$ cat src/hw/rtl/wbe_pkg.sv
package wbe_pkg;

  // Sizes of the id space and of the word store
  localparam int unsigned MaxIds     = 4096;
  localparam int unsigned StoreWords = 64;
  localparam int unsigned WordBits   = 64;

  localparam logic [63:0] AllOnes = 64'hFFFF_FFFF_FFFF_FFFF;
  localparam logic [12:0] MaxIdsW = 13'(MaxIds);

  // Register indexes of the configuration port
  localparam logic CfgDestBase  = 1'b0;
  localparam logic CfgDestCount = 1'b1;

  // Request modes as they arrive on the input
  typedef enum logic [2:0] {
    MODE_AND  = 3'd0,
    MODE_OR   = 3'd1,
    MODE_COPY = 3'd2,
    MODE_FIND = 3'd3,
    MODE_ZERO = 3'd4
  } mode_e;

  // Decoded operation handed to the back end
  typedef enum logic [2:0] {
    OP_AND,
    OP_OR,
    OP_COPY,
    OP_FIND,
    OP_ZERO,
    OP_NOP
  } op_e;

  // Back end sequencer states
  typedef enum logic [1:0] {
    ST_IDLE,
    ST_WORD,
    ST_FIND1,
    ST_FIND2
  } st_e;

  typedef struct packed {
    logic [2:0]  mode;
    logic [11:0] operand_base;
    logic [12:0] operand_count;
    logic [5:0]  word_number;
    logic [63:0] operand_word;
    logic [12:0] start_id;
  } in_t;

  typedef struct packed {
    logic [63:0] result_word;
    logic        applied;
    logic [12:0] found_id;
  } res_t;

  // Classified request: word ops carry the merge mask, find carries its bounds
  typedef struct packed {
    op_e         op;
    logic [5:0]  word;       // word number, or first word of a find
    logic [63:0] opword;
    logic [63:0] mask;
    logic        apply;
    logic [12:0] cid;        // clamped find start
    logic [12:0] fend;       // end of the destination range
    logic [5:0]  last;       // last word of the destination range
    logic        fdone;      // find start already at or past the end
  } cmd_t;

  // Lowest set bit of a byte
  function automatic logic [2:0] low8(input logic [7:0] v);
    logic [2:0] r;
    r = '0;
    for (int i = 7; i >= 0; i--) begin
      if (v[i]) r = 3'(i);
    end
    return r;
  endfunction

  // Lowest set bit of a word, byte groups first
  function automatic logic [5:0] low64(input logic [63:0] v);
    logic [7:0] g;
    logic [2:0] gi;
    logic [7:0] b;
    for (int i = 0; i < 8; i++) begin
      g[i] = |v[i*8 +: 8];
    end
    gi = low8(g);
    b  = v[{gi, 3'b000} +: 8];
    return {gi, low8(b)};
  endfunction

endpackage

$ cat src/hw/rtl/wbe_front.sv
module wbe_front import wbe_pkg::*; (
  input  logic        clk_i,
  input  logic        rst_ni,
  input  logic        cfg_we_i,
  input  logic        cfg_idx_i,
  input  logic [12:0] cfg_data_i,
  input  in_t         item_i,
  output cmd_t        cmd_o
);

  logic [11:0] base_q, base_d;
  logic [12:0] count_q, count_d;

  // Configuration writes, saturated so that base + count stays within range
  always_comb begin
    logic [12:0] room;
    logic [12:0] val;
    base_d  = base_q;
    count_d = count_q;
    room    = '0;
    val     = '0;
    if (cfg_we_i) begin
      unique case (cfg_idx_i)
        CfgDestBase: begin
          room   = MaxIdsW - count_q;
          val    = {1'b0, cfg_data_i[11:0]};
          base_d = (val > room) ? room[11:0] : val[11:0];
        end
        CfgDestCount: begin
          room    = MaxIdsW - {1'b0, base_q};
          val     = cfg_data_i;
          count_d = (val > room) ? room : val;
        end
        default: ;
      endcase
    end
  end

  always_ff @(posedge clk_i or negedge rst_ni) begin
    if (!rst_ni) begin
      base_q  <= '0;
      count_q <= MaxIdsW;
    end else begin
      base_q  <= base_d;
      count_q <= count_d;
    end
  end

  // Classify the request: intersection and masks, or find bounds
  always_comb begin
    logic [12:0] dend, lo, hi, hm1, cid, em1;
    logic [13:0] oend;         // operand end can run past 13 bits
    logic [5:0]  lw, hw;
    logic [63:0] m;
    dend = {1'b0, base_q} + count_q;
    oend = {2'b00, item_i.operand_base} + {1'b0, item_i.operand_count};
    lo   = (base_q > item_i.operand_base) ? {1'b0, base_q} : {1'b0, item_i.operand_base};
    hi   = ({1'b0, dend} < oend) ? dend : oend[12:0];
    hm1  = hi - 13'd1;
    lw   = lo[11:6];
    hw   = hm1[11:6];
    m    = AllOnes;
    if (item_i.word_number == lw) m = m & (AllOnes << lo[5:0]);
    if (item_i.word_number == hw) m = m & (AllOnes >> (~hm1[5:0]));
    cid  = (item_i.start_id < {1'b0, base_q}) ? {1'b0, base_q} : item_i.start_id;
    em1  = dend - 13'd1;

    cmd_o        = '0;
    cmd_o.opword = item_i.operand_word;
    cmd_o.mask   = m;
    cmd_o.apply  = (lo < hi) && (item_i.word_number >= lw) && (item_i.word_number <= hw);
    cmd_o.cid    = cid;
    cmd_o.fend   = dend;
    cmd_o.last   = em1[11:6];
    cmd_o.fdone  = (cid >= dend);
    cmd_o.word   = item_i.word_number;
    unique case (mode_e'(item_i.mode))
      MODE_AND:  cmd_o.op = OP_AND;
      MODE_OR:   cmd_o.op = OP_OR;
      MODE_COPY: cmd_o.op = OP_COPY;
      MODE_FIND: begin
        cmd_o.op   = OP_FIND;
        cmd_o.word = cid[11:6];
      end
      MODE_ZERO: cmd_o.op = OP_ZERO;
      default:   cmd_o.op = OP_NOP;
    endcase
  end

endmodule

$ cat config.mk
export PLATFORM = sky130hd
export DESIGN_NAME = wbe_front
export DESIGN_NICKNAME = d
export VERILOG_FILES = /design/src/hw/rtl/wbe_pkg.sv /design/src/hw/rtl/wbe_front.sv
export SDC_FILE = /design/constraint.sdc
export NUM_CORES = 1
export LEC_CHECK = 0
export ABC_AREA = 1
export BUFFER_PORTS_ARGS = -buffer_cell sky130_fd_sc_hd__buf_2
export CORE_UTILIZATION = 52
export DETAILED_ROUTE_END_ITERATION = 16
export PLACE_DENSITY = 0.84
export SLEW_MARGIN = 25
export SYNTH_ARGS = -nofsm -noshare
export SYNTH_HDL_FRONTEND = slang
export SYNTH_SLANG_ARGS = --single-unit
$ cat constraint.sdc
create_clock -name clk_i -period 8.5 [get_ports clk_i]
set_input_delay 1.275 -clock clk_i [delete_from_list [all_inputs] [get_ports clk_i]]
set_output_delay 1.275 -clock clk_i [all_outputs]
set_load 0.01 [all_outputs]
==> impl_metrics.ini <==
[floorplanning]
core_um2 = 14600
start_util_pct = 53.3
rows = 44
io-pin-count = 299
dieWidth_um = 124
design.die.area_um2 = 15500
die_height_um = 124

[yosys]
syn-num-nets = 1453
seq_area_frac_synth_pct = 8.06
ys_ff_latch = 25
synth_edf_count = 0
synth_area_um2 = 7780
ys_warn_count = 0
ys_types = 54
synth_flop_cell = dfrtp_1
syn-instance-count = 1199
async_flop_share_pct = 100
syn_area_per_cell_um2 = 6.49

[cts]
h-tree-depth = 1
cts_buffer_depth = 2
clk_pin_slew_ns = 0.06
cts-root-buf = clkbuf_16
clock-sinks = 25
clock_latency_ns = 0.26
cts_tree = done
cts_hold_buffers = 0
numCtsBuffers = 3

[sta]
fmax_mhz = 126
worst-slew-pin-transition_ns = 0.882
tns_ns = 0
slew_headroom_pct = 40.6
report.final.hold_viol_count = 0
hold_slack_ns = 0.601
maxSlewViolCount = 0
fin_crit_sh_pct = 93.7
rsz0062_at_grt = false
min_period_ns = 7.97
fin_skew_ns = 0.00586
setup_viol = 0

[worst_setup_path]
cp-startpoint = item_i[96]
worstSetupPathType = input pin to output pin
worst-path-max-fanout = 26
crit_required_ns = 7.22
slowest_delay_ns = 0.41
end_kind = output pin
r2r-start = base_q[1]$_DFFE_PN0P_
slowest_stage = nor2_8
crit_path_start_kind = input pin
critical_path_arrival_ns = 6.69
rrSetupSlack_ns = 4.54
r2r_end = count_q[10]$_DFFE_PN0P_
reg2regPathDepth = 18
crit_end = cmd_o[36]

[detailed_routing]
drc = 0
drt_pass1_iterations = 5
ant_nets = 0
drt_wl_total_um = 25700
vias_per_cell = 5.91
routedWlPerCell_um = 17.4
drt-initial-drc-count = 698
dr_total_vias = 8726

[global_routing]
grtUsageMet3_pct = 3.57
grt_antenna_before_repair = 0
grt_start_max_net_pins = 27
met2_usage_pct = 55.7
top_usage_layer = met2
grt_overflow_total = 0
grt_pass1_wl_um = 41400
grt_pass1_vias = 8295
grt_usage_pct = 32.6
grtUsageMet1_pct = 40.6

[placed_design]
io_buffers = 170
dpl.hpwl_um = 21500
gp_congestion = 0.988

[power_and_ir_drop]
p_leak_nw = 4.33
report.power.total_mw = 3.46
power_per_cell_area_nw_per_um2 = 412
irDropWorstVdd_uv = 190

[flow_run]
max_cap_viol_count = 0

[cells_and_area]
regArea_um2 = 627
n_antenna_cell = 0
fill_cells = 1431
drive_gt1_share_pct = 21.0
area_growth_pct = 8.11
multi_input_area_um2 = 5980
fin_nets = 1547

[hold_path]
min_path_type = flip-flop to flip-flop

[outcome]
status = complete, no violations
[flip-flops by register name, summed over array words and instances, names as in the netlist]
signal,count
base_q,12
count_q,13
[synthesized netlist by cell type (all sizes together), types with 9 or more instances]
library cell / number / share of area (%)
ha: 124 / 20
a21oi: 96 / 7.1
o21ai: 124 / 8.8
buf: 71 / 7.0
nand2: 265 / 15
clkbuf: 20 / 0.97
nor3: 15 / 0.97
inv: 146 / 7.0
o22ai: 9 / 0.72
nand3: 50 / 3.6
dfrtp: 24 / 7.7
o211ai: 28 / 2.7
xor2: 40 / 4.5
nor2: 107 / 6.2
nand4: 16 / 1.3
[repair_timing]
action                                  in CTS  in global routing
setup buffers                                0                  0
endpoints found under the setup margin       0                 61
gates resized for setup                      0                  5
[logic make-up (layout without fill, tap and decap cells)]
logic type	after synthesis	after routing	share of synthesized area [%]
AO/OA/AOI/OAI	299	299	23.4
XOR/XNOR	46	46	5.18
adder cells (fa/ha/maj)	126	126	20.5
buffers and inverters	240	333	15.2
flip-flops	25	25	8.06
multiplexers	5	5	0.724
AND/OR/NAND/NOR	458	458	27.0
[worst max-delay path, delay by kind of cell]
kind | cells | cell delay, ns
and+or+nand+nor | 17 | 2.42
adders and majority gates | 5 | 1.44
buffers and inverters | 5 | 0.63
AOI/OAI and AO/OA | 4 | 0.63
xor gates and xnor gates | 2 | 0.30
[through the flow]
step	cells	setup WS [ns]	area, um2	util, %
6_report	1476	0.533	8410	57.6
5_1_grt	1476	0.0605	8410	57.6
2_1_floorplan	1199	0.828	7780	-
3_5_place_dp	1472	0.309	8320	57.0
3_3_place_gp	1472	0.454	8320	57.0
4_1_cts	1476	0.255	8400	57.6
[worst min path at each step]
stage                             from                       to  cells after the start
2_1_floorplan  count_q[11]$_DFFE_PN0P_  count_q[11]$_DFFE_PN0P_                      2
3_3_place_gp    count_q[6]$_DFFE_PN0P_   count_q[6]$_DFFE_PN0P_                      2
3_5_place_dp    count_q[6]$_DFFE_PN0P_   count_q[6]$_DFFE_PN0P_                      2
4_1_cts        count_q[11]$_DFFE_PN0P_  count_q[11]$_DFFE_PN0P_                      2
5_1_grt         count_q[6]$_DFFE_PN0P_   count_q[6]$_DFFE_PN0P_                      2
6_report       count_q[11]$_DFFE_PN0P_  count_q[11]$_DFFE_PN0P_                      2
[layout make-up]
| class | count | share of cell area [%] |
|---|---|---|
| well taps | 184 | 2.74 |
| clock buffers | 4 | 0.937 |
| repair buffers | 180 | 11.1 |
| flip-flops and latches | 25 | 7.45 |
| inverters | 149 | 6.65 |
| multi-input cells | 934 | 71.2 |
[layer usage]
metal | share of wire [%] | routed length (um)
met1 | 40 | 10400
met2 | 47 | 12100
met3 | 8.1 | 2070
met4 | 4.6 | 1170
met5 | 0 | 0
[where the power goes]
group	total (mW)	switching (mW)	leakage [nW]	internal [mW]
sequential	0.198	0.0476	0.302	0.150
clock	0.104	0.0402	0.0382	0.0641
combinational	3.16	2.17	3.99	0.994
total	3.46	2.26	4.33	1.21
[cell usage in the layout (no fill, tap or decap), types with 7 or more instances in the layout]
cell type	n
buf_4	9
nor3_1	15
buf_2	170
o22ai_1	9
nor2_2	9
nor2_1	93
a21oi_1	77
o21ai_1	10
o211ai_1	28
xor2_1	40
dfrtp_1	24
nand3_1	44
a21oi_2	19
ha_1	124
nand2_1	239
nand2_4	7
nand2_2	16
o21ai_0	105
inv_1	141
nand4_1	16
Note: power is estimated with default switching activity, not from simulation.
