<file path="src/hw/rtl/wbe_pkg.sv">
package wbe_pkg;

  // Sizes of the id space and of the word store
  localparam int unsigned MaxIds     = 4096;
  localparam int unsigned StoreWords = 64;
  localparam int unsigned WordBits   = 64;

  localparam logic [63:0] AllOnes = 64'hFFFF_FFFF_FFFF_FFFF;
  localparam logic [12:0] MaxIdsW = 13'(MaxIds);

  // Register indexes of the configuration port
  localparam logic CfgDestBase  = 1'b0;
  localparam logic CfgDestCount = 1'b1;

  // Request modes as they arrive on the input
  typedef enum logic [2:0] {
    MODE_AND  = 3'd0,
    MODE_OR   = 3'd1,
    MODE_COPY = 3'd2,
    MODE_FIND = 3'd3,
    MODE_ZERO = 3'd4
  } mode_e;

  // Decoded operation handed to the back end
  typedef enum logic [2:0] {
    OP_AND,
    OP_OR,
    OP_COPY,
    OP_FIND,
    OP_ZERO,
    OP_NOP
  } op_e;

  // Back end sequencer states
  typedef enum logic [1:0] {
    ST_IDLE,
    ST_WORD,
    ST_FIND1,
    ST_FIND2
  } st_e;

  typedef struct packed {
    logic [2:0]  mode;
    logic [11:0] operand_base;
    logic [12:0] operand_count;
    logic [5:0]  word_number;
    logic [63:0] operand_word;
    logic [12:0] start_id;
  } in_t;

  typedef struct packed {
    logic [63:0] result_word;
    logic        applied;
    logic [12:0] found_id;
  } res_t;

  // Classified request: word ops carry the merge mask, find carries its bounds
  typedef struct packed {
    op_e         op;
    logic [5:0]  word;       // word number, or first word of a find
    logic [63:0] opword;
    logic [63:0] mask;
    logic        apply;
    logic [12:0] cid;        // clamped find start
    logic [12:0] fend;       // end of the destination range
    logic [5:0]  last;       // last word of the destination range
    logic        fdone;      // find start already at or past the end
  } cmd_t;

  // Lowest set bit of a byte
  function automatic logic [2:0] low8(input logic [7:0] v);
    logic [2:0] r;
    r = '0;
    for (int i = 7; i >= 0; i--) begin
      if (v[i]) r = 3'(i);
    end
    return r;
  endfunction

  // Lowest set bit of a word, byte groups first
  function automatic logic [5:0] low64(input logic [63:0] v);
    logic [7:0] g;
    logic [2:0] gi;
    logic [7:0] b;
    for (int i = 0; i < 8; i++) begin
      g[i] = |v[i*8 +: 8];
    end
    gi = low8(g);
    b  = v[{gi, 3'b000} +: 8];
    return {gi, low8(b)};
  endfunction

endpackage

</file>
<file path="src/hw/rtl/wbe_cmdq.sv">
module wbe_cmdq import wbe_pkg::*; (
  input  logic clk_i,
  input  logic rst_ni,
  input  logic push_i,
  input  cmd_t cmd_i,
  output logic full_o,
  input  logic pop_i,
  output logic empty_o,
  output cmd_t cmd_o
);

  cmd_t       ent_q [2];
  logic       wp_q, wp_d, rp_q, rp_d;
  logic [1:0] cnt_q, cnt_d;

  // Two-entry queue between classification and execution
  always_comb begin
    wp_d  = wp_q;
    rp_d  = rp_q;
    cnt_d = cnt_q;
    if (push_i) wp_d = ~wp_q;
    if (pop_i)  rp_d = ~rp_q;
    if (push_i && !pop_i) cnt_d = cnt_q + 2'd1;
    if (!push_i && pop_i) cnt_d = cnt_q - 2'd1;
  end

  always_ff @(posedge clk_i or negedge rst_ni) begin
    if (!rst_ni) begin
      wp_q  <= 1'b0;
      rp_q  <= 1'b0;
      cnt_q <= '0;
    end else begin
      wp_q  <= wp_d;
      rp_q  <= rp_d;
      cnt_q <= cnt_d;
    end
  end

  always_ff @(posedge clk_i) begin
    if (push_i) ent_q[wp_q] <= cmd_i;
  end

  assign full_o  = (cnt_q == 2'd2);
  assign empty_o = (cnt_q == 2'd0);
  assign cmd_o   = ent_q[rp_q];

endmodule

</file>
<file path="config.mk">
export PLATFORM = sky130hd
export DESIGN_NAME = wbe_cmdq
export DESIGN_NICKNAME = d
export VERILOG_FILES = /design/src/hw/rtl/wbe_pkg.sv /design/src/hw/rtl/wbe_cmdq.sv
export SDC_FILE = /design/constraint.sdc
export NUM_CORES = 1
export LEC_CHECK = 0
export BUFFER_PORTS_ARGS = -buffer_cell sky130_fd_sc_hd__buf_2
export CORE_ASPECT_RATIO = 0.9
export CORE_MARGIN = 2
export CORE_UTILIZATION = 47
export CTS_CLUSTER_DIAMETER = 150
export CTS_CLUSTER_SIZE = 16
export DETAILED_ROUTE_END_ITERATION = 8
export GPL_TIMING_DRIVEN = 0
export PLACE_DENSITY = 0.76
export SKIP_CTS_REPAIR_TIMING = 1
export SKIP_LAST_GASP = 1
export SLEW_MARGIN = 20
export SYNTH_ARGS = -nofsm -noshare
export SYNTH_HDL_FRONTEND = slang
export SYNTH_SLANG_ARGS = --single-unit
</file>
<file path="constraint.sdc">
create_clock -name clk_i -period 8.2 [get_ports clk_i]
set_input_delay 0 -clock clk_i [delete_from_list [all_inputs] [get_ports clk_i]]
set_output_delay 0 -clock clk_i [all_outputs]
set_load 0.05 [all_outputs]
</file>
==> impl_metrics.csv, run 1 <==
group,metric,value,unit
run_status,status,"completed",
min_path,hold_start,"cmd_i[78]",
floorplan,rows,57,
detailed_routing,ant_nets,0,
placed_design,dp_hpwl,18.20,mm
pwr,power_density,368.7,nW/um^2
floorplan,core_area,26960,sq um
sta,post-route-min-period,2009,ps
detailed_routing,drcViolationCount,0,
detailed_routing,vias,7247,
sta,rsz0062_at_grt,"no",
clock_tree,numCtsBuffers,25,
sta,hold_violations,0,
synth,ys_seq_area_share,80.78,%
global_routing,antenna_found_initial,0,
detailed_routing,wirelength,29.03,mm
synth,yosysWarningCount,0,
pwr,peakVddDrop,239.9,uV
detailed_routing,viasPerCell,4.927,
sta,min_period_over_period,24.50,%
clock_tree,cts.sinks,346,
job,max-cap-violations,0,
worst_setup_path,cp-end-kind,"output port",
worst_setup_path,crit_path_start_kind,"flop",
pwr,leakage,6.975,nW
clock_tree,cts_tree,"yes",
global_routing,grt_pass1_wl,37.45,mm
synth,synth-seq-cells,346,
final_layout,layout-drive-gt1-share,51.75,%
final_layout,post-route-util,65.93,%
sta,maxSlewViolCount,0,
placed_design,gp_congestion,0.7277,
clock_tree,cts-root-buf,"clkbuf_16",
detailed_routing,wl_per_cell,19.74,um
worst_setup_path,crit_start,"rp_q$_DFFE_PN0P_",
placed_design,placed_cells,1261,
synth,syn_nets,724,
final_layout,nFillCells,1753,
floorplan,ios,348,
floorplan,die_height,160.8,um
final_layout,antenna_cells,0,
detailed_routing,detail_route.first_pass.iterations,4,
synth,synth_cell_type_count,13,
sta,finalSetupViolations,0,
worst_setup_path,critical_path_required,8200,ps
min_path,hp-class,"in -> reg",
worst_setup_path,r2r-start,"wp_q$_DFFE_PN0P_",
worst_setup_path,cp_data_arrival_time,2010,ps
synth,synth_cells,548,
clock_tree,clock_latency,530,ps
synth,synth.cell_area,12840,sq um
sta,max-slew-margin-rel,65.72,%
detailed_routing,dr.first_iter.drc_count,452,
global_routing,grt_start_max_net_pins,51,
floorplan,initial_core_util,47.62,%
sta,holdWs,195.5,ps
floorplan,fp.dieW,178.2,um
final_layout,final_area,17770,sq um
global_routing,grt_pass1_vias,6598,
worst_setup_path,crit_fanout,10,
global_routing,grt_use_total,17.28,%
sta,finClkSkew,9.636,ps
final_layout,area_growth,38.46,%
clock_tree,clkTransAtPathRegs,70,ps
sta,fmax,497.8,MHz
sta,worst_slew_pin_slew,514.2,ps
floorplan,die_area,28650,sq um
synth,syn_avg_cell_area,23.43,sq um
global_routing,grt_overflow_total,0,
clock_tree,clockBufferDepth,3,
placed_design,port-buffer-count,347,
final_layout,final_nets,1285,
worst_setup_path,path_class,"reg -> out",
final_layout,final_cells,1471,
clock_tree,htree_levels,1,
placed_design,placed_area,15350,sq um
==> flip-flops by register name, indices dropped and copies added (netlist names) <==
signal,flops
ent_q,342
rp_q,1
cnt_q,2
wp_q,1
==> cell type report <==
type,count,area (sq um),share of cell area [%]
well taps,354,442.9,2.492
multi-input cells,182,2316,13.03
plain buffers,19,157.7,0.8870
flip-flops and latches,346,10370,58.34
inverters,1,3.754,0.02112
clock inverters,2,17.52,0.09855
repair buffers,534,3811,21.44
clock buffers,33,655.6,3.689
==> routing by layer <==
metal | global-route usage, % | vias to the layer above | share of wire, %
met3 | 5.374 | 43 | 7.5
met4 | 4.952 | 0 | 1.9
li1 | - | 3292 | -
met2 | 30.32 | 309 | 53
met5 | 0 | - | 0
met1 | 20.47 | 3603 | 38
==> synth_stat cells (all sizes together) <==
cell	number	area, sq um
xnor2	2	17.52
inv	1	3.750
dfrtp	4	100.1
ha	1	12.51
buf	19	157.7
xor2	3	26.28
mux2	171	2226
nor2b	1	6.260
nor2	3	11.26
edfxtp	342	10270
and2	1	6.260
==> power breakdown <==
part	internal, mW	switching (mW)	total, mW	leakage, nW
combinational	0.961	2.06	3.02	3.39
clock	0.557	0.552	1.11	0.326
sequential	2.34	0.0870	2.43	3.26
==> per-stage QoR <==
step	setup WS [ps]	TNS, ps	power [mW]
final	6191	0	6.553
after CTS	6132	0	6.513
after detailed placement	6498	0	5.412
after global routing	6109	0	6.795
after global placement	-4209	-718110	5.410
after floorplan	12.25	0	4.776
==> cell families (layout without fill, tap and decap cells) <==
family / Yosys count / in the layout / share of synthesized area (%)
xor+xnor: 5 / 5 / 0.3412
fa+ha+maj: 1 / 1 / 0.09745
buf+inv: 20 / 589 / 1.257
flops: 346 / 346 / 80.78
mux: 171 / 171 / 17.34
simple gates: 5 / 5 / 0.1852
==> worst max-delay path: stages, from the launching register on <==
cell	delay [ps]
dfrtp_1	340
buf_6	160
buf_6	200
buf_6	220
mux2_4	330
buf_2	220
==> path summary, 6_finish.rpt <==
kind / endpoint / slack (ps) / cells past startpoint
worst max-delay path: cmd_o[90] / 6190 / 5
worst min-delay path: ent_q[0][78]$_DFFE_PP_ / 200 / 2
worst max register to register: ent_q[0][134]$_DFFE_PP_ / 6460 / 4
worst min register to register: cnt_q[1]$_DFFE_PN0P_ / 530 / 1
max in group asynchronous: rp_q$_DFFE_PN0P_ / 7610 / 3
min in group asynchronous: wp_q$_DFFE_PN0P_ / 400 / 3
==> placed cells by master (no fill, tap or decap), drive strengths merged <==
cell | Yosys | routed
ha | 1 | 1
buf | 19 | 378
dfrtp | 4 | 4
xnor2 | 2 | 2
clkbuf | 0 | 33
inv | 1 | 2
clkinv | 0 | 1
xor2 | 3 | 3
edfxtp | 342 | 342
dlygate4sd3 | 0 | 175
nor2b | 1 | 1
and2 | 1 | 1
nor2 | 3 | 3
mux2 | 171 | 171
(Power assumes the default switching activity.)
==> run 2: changes to the inputs <==
- clock period: 8.2 -> 1.6 ns (I/O delays scaled with it)
==> run 2 against run 1 <==
  * The run now ends with negative setup slack left
  * Sequential share of layout area fell by 2.1 points
  * Highest routed layer unchanged
  * Critical path type unchanged
  * Sequential cell count did not move
  * Clock power rose to 5.1 times the previous value
  * Worst hold slack improved by 3.9 ps
  * Clock skew rose by 3.8 ps
  * Critical endpoint is now cmd_o[117]
  * Utilization rose by 2.5 points
==> impl_metrics.csv, run 2 (synthesis results as in run 1) <==
group,metric,value,unit
clock_tree,htree_levels,1,
placed_design,dp_hpwl,17.87,mm
worst_setup_path,cp_data_arrival_time,1930,ps
pwr,leakage,7.261,nW
worst_setup_path,crit_fanout,11,
placed_design,gp_congestion,0.7481,
final_layout,largest_reg_flops,342,
sta,finalSetupViolations,171,
worst_setup_path,r2r_setup_slack,50,ps
global_routing,grt_pass1_wl,36.41,mm
floorplan,ios,348,
detailed_routing,detail_route.first_pass.iterations,4,
pwr,peakVddDrop,1401,uV
clock_tree,cts_tree,"yes",
global_routing,grt_use_total,16.65,%
final_layout,final_cell_mix,"edfxtp_1, buf_2, dlygate4sd3_1, buf_4, mux2_2",
floorplan,fp.dieW,178.2,um
pwr,power_density,1917,nW/um^2
final_layout,final_common_cell,"edfxtp_1",
worst_setup_path,r2r_cells,4,
min_path,hold_start,"cmd_i[124]",
final_layout,area_growth,43.75,%
final_layout,final_nets,1307,
sta,setup_slack,-334.4,ps
detailed_routing,dr.first_iter.drc_count,377,
worst_setup_path,endpoint,"cmd_o[117]",
global_routing,grt_overflow_total,0,
sta,fmax,517.0,MHz
placed_design,placed_cells,1260,
detailed_routing,wl_per_cell,20.45,um
sta,maxSlewViolCount,0,
sta,finClkSkew,13.48,ps
global_routing,antenna_found_initial,1,
worst_setup_path,crit_path_start_kind,"flop",
worst_setup_path,r2r-start,"wp_q$_DFFE_PN0P_",
clock_tree,cts-root-buf,"clkbuf_16",
global_routing,grt_start_max_net_pins,55,
sta,min_period_over_period,120.9,%
clock_tree,cts.sinks,346,
placed_design,place_ws,-253.8,ps
final_layout,reg_top3,"ent_q x342, cnt_q x2",
run_status,status,"finished with violations",
worst_setup_path,crit_start,"rp_q$_DFFE_PN0P_",
worst_setup_path,cp-end-kind,"output port",
detailed_routing,viasPerCell,4.938,
detailed_routing,vias,7378,
worst_setup_path,path_class,"reg -> out",
sta,hold_violations,0,
sta,post-route-min-period,1934,ps
floorplan,die_area,28650,sq um
final_layout,final_cells,1494,
sta,max-slew-margin-rel,77.58,%
global_routing,grt_pass1_vias,6736,
placed_design,port-buffer-count,347,
run_status,violations,"negative setup slack",
floorplan,die_height,160.8,um
clock_tree,clkTransAtPathRegs,70,ps
detailed_routing,ant_nets,0,
min_path,hp-class,"in -> reg",
clock_tree,clockBufferDepth,3,
job,max-cap-violations,0,
worst_setup_path,critical_path_required,1600,ps
detailed_routing,drcViolationCount,0,
clock_tree,clock_latency,530,ps
clock_tree,numCtsBuffers,25,
worst_setup_path,reg2reg_to,"ent_q[0][133]$_DFFE_PP_",
floorplan,core_area,26960,sq um
detailed_routing,wirelength,30.56,mm
final_layout,layout-drive-gt1-share,52.77,%
final_layout,top_register,"ent_q",
floorplan,rows,57,
sta,rsz0062_at_grt,"yes",
floorplan,initial_core_util,47.62,%
sta,worst_slew_pin_slew,336.3,ps
run 2: power by group:
group	total [mW]	switching, mW	internal, mW
logic	17.3	10.8	6.46
registers	12.5	0.469	12.0
clock network	5.64	2.79	2.85
run 2: per-stage QoR:
step / area, sq um / TNS (ps) / power [mW] / hold WS, ps / utilization (%)
detailed placement: 15310 / -20520 / 27.62 / -187.3 / 56.78
global placement: 15030 / -972150 / 26.69 / -194.6 / 55.74
finish: 18450 / -46320 / 35.37 / 199.4 / 68.45
floorplan: 12850 / -536950 / 24.20 / -295.6 / -
global route: 18450 / -57530 / 36.55 / 177.3 / 68.45
CTS: 15980 / -92490 / 33.24 / -756.0 / 59.28
run 2: worst max-delay path: stages, from the launching register on:
cell	delay [ps]
dfrtp_1	400
buf_12	160
clkbuf_16	170
buf_8	150
mux2_4	310
buf_2	220
run 2: worst min path at each step:
stage                     cells after the start                 endpoint  slack (ps)
final                                         2  ent_q[0][124]$_DFFE_PP_         200
after global routing                          2  ent_q[0][124]$_DFFE_PP_         180
after floorplan                               0     cnt_q[0]$_DFFE_PN0P_        -300
after detailed placement                      1     cnt_q[0]$_DFFE_PN0P_        -190
after CTS                                     1     cnt_q[0]$_DFFE_PN0P_        -760
after global placement                        1     cnt_q[1]$_DFFE_PN0P_        -190
run 2: layout make-up:
type	count	area, sq um
diodes	1	2.502
plain buffers	19	315.3
clock buffers	33	655.6
clock inverters	2	17.52
fillers	1679	8504
inverters	1	3.754
multi-input cells	183	2323
flip-flops and latches	346	10370
well taps	354	442.9
repair buffers	555	4322
run 2: routing by layer:
metal,part of all wire [%],global-route usage [%],vias up
met1,37,18.68,3644
met2,53,29.67,333
met5,0,0,-
met4,2.7,5.580,0
met3,7.6,5.587,52
li1,-,-,3349
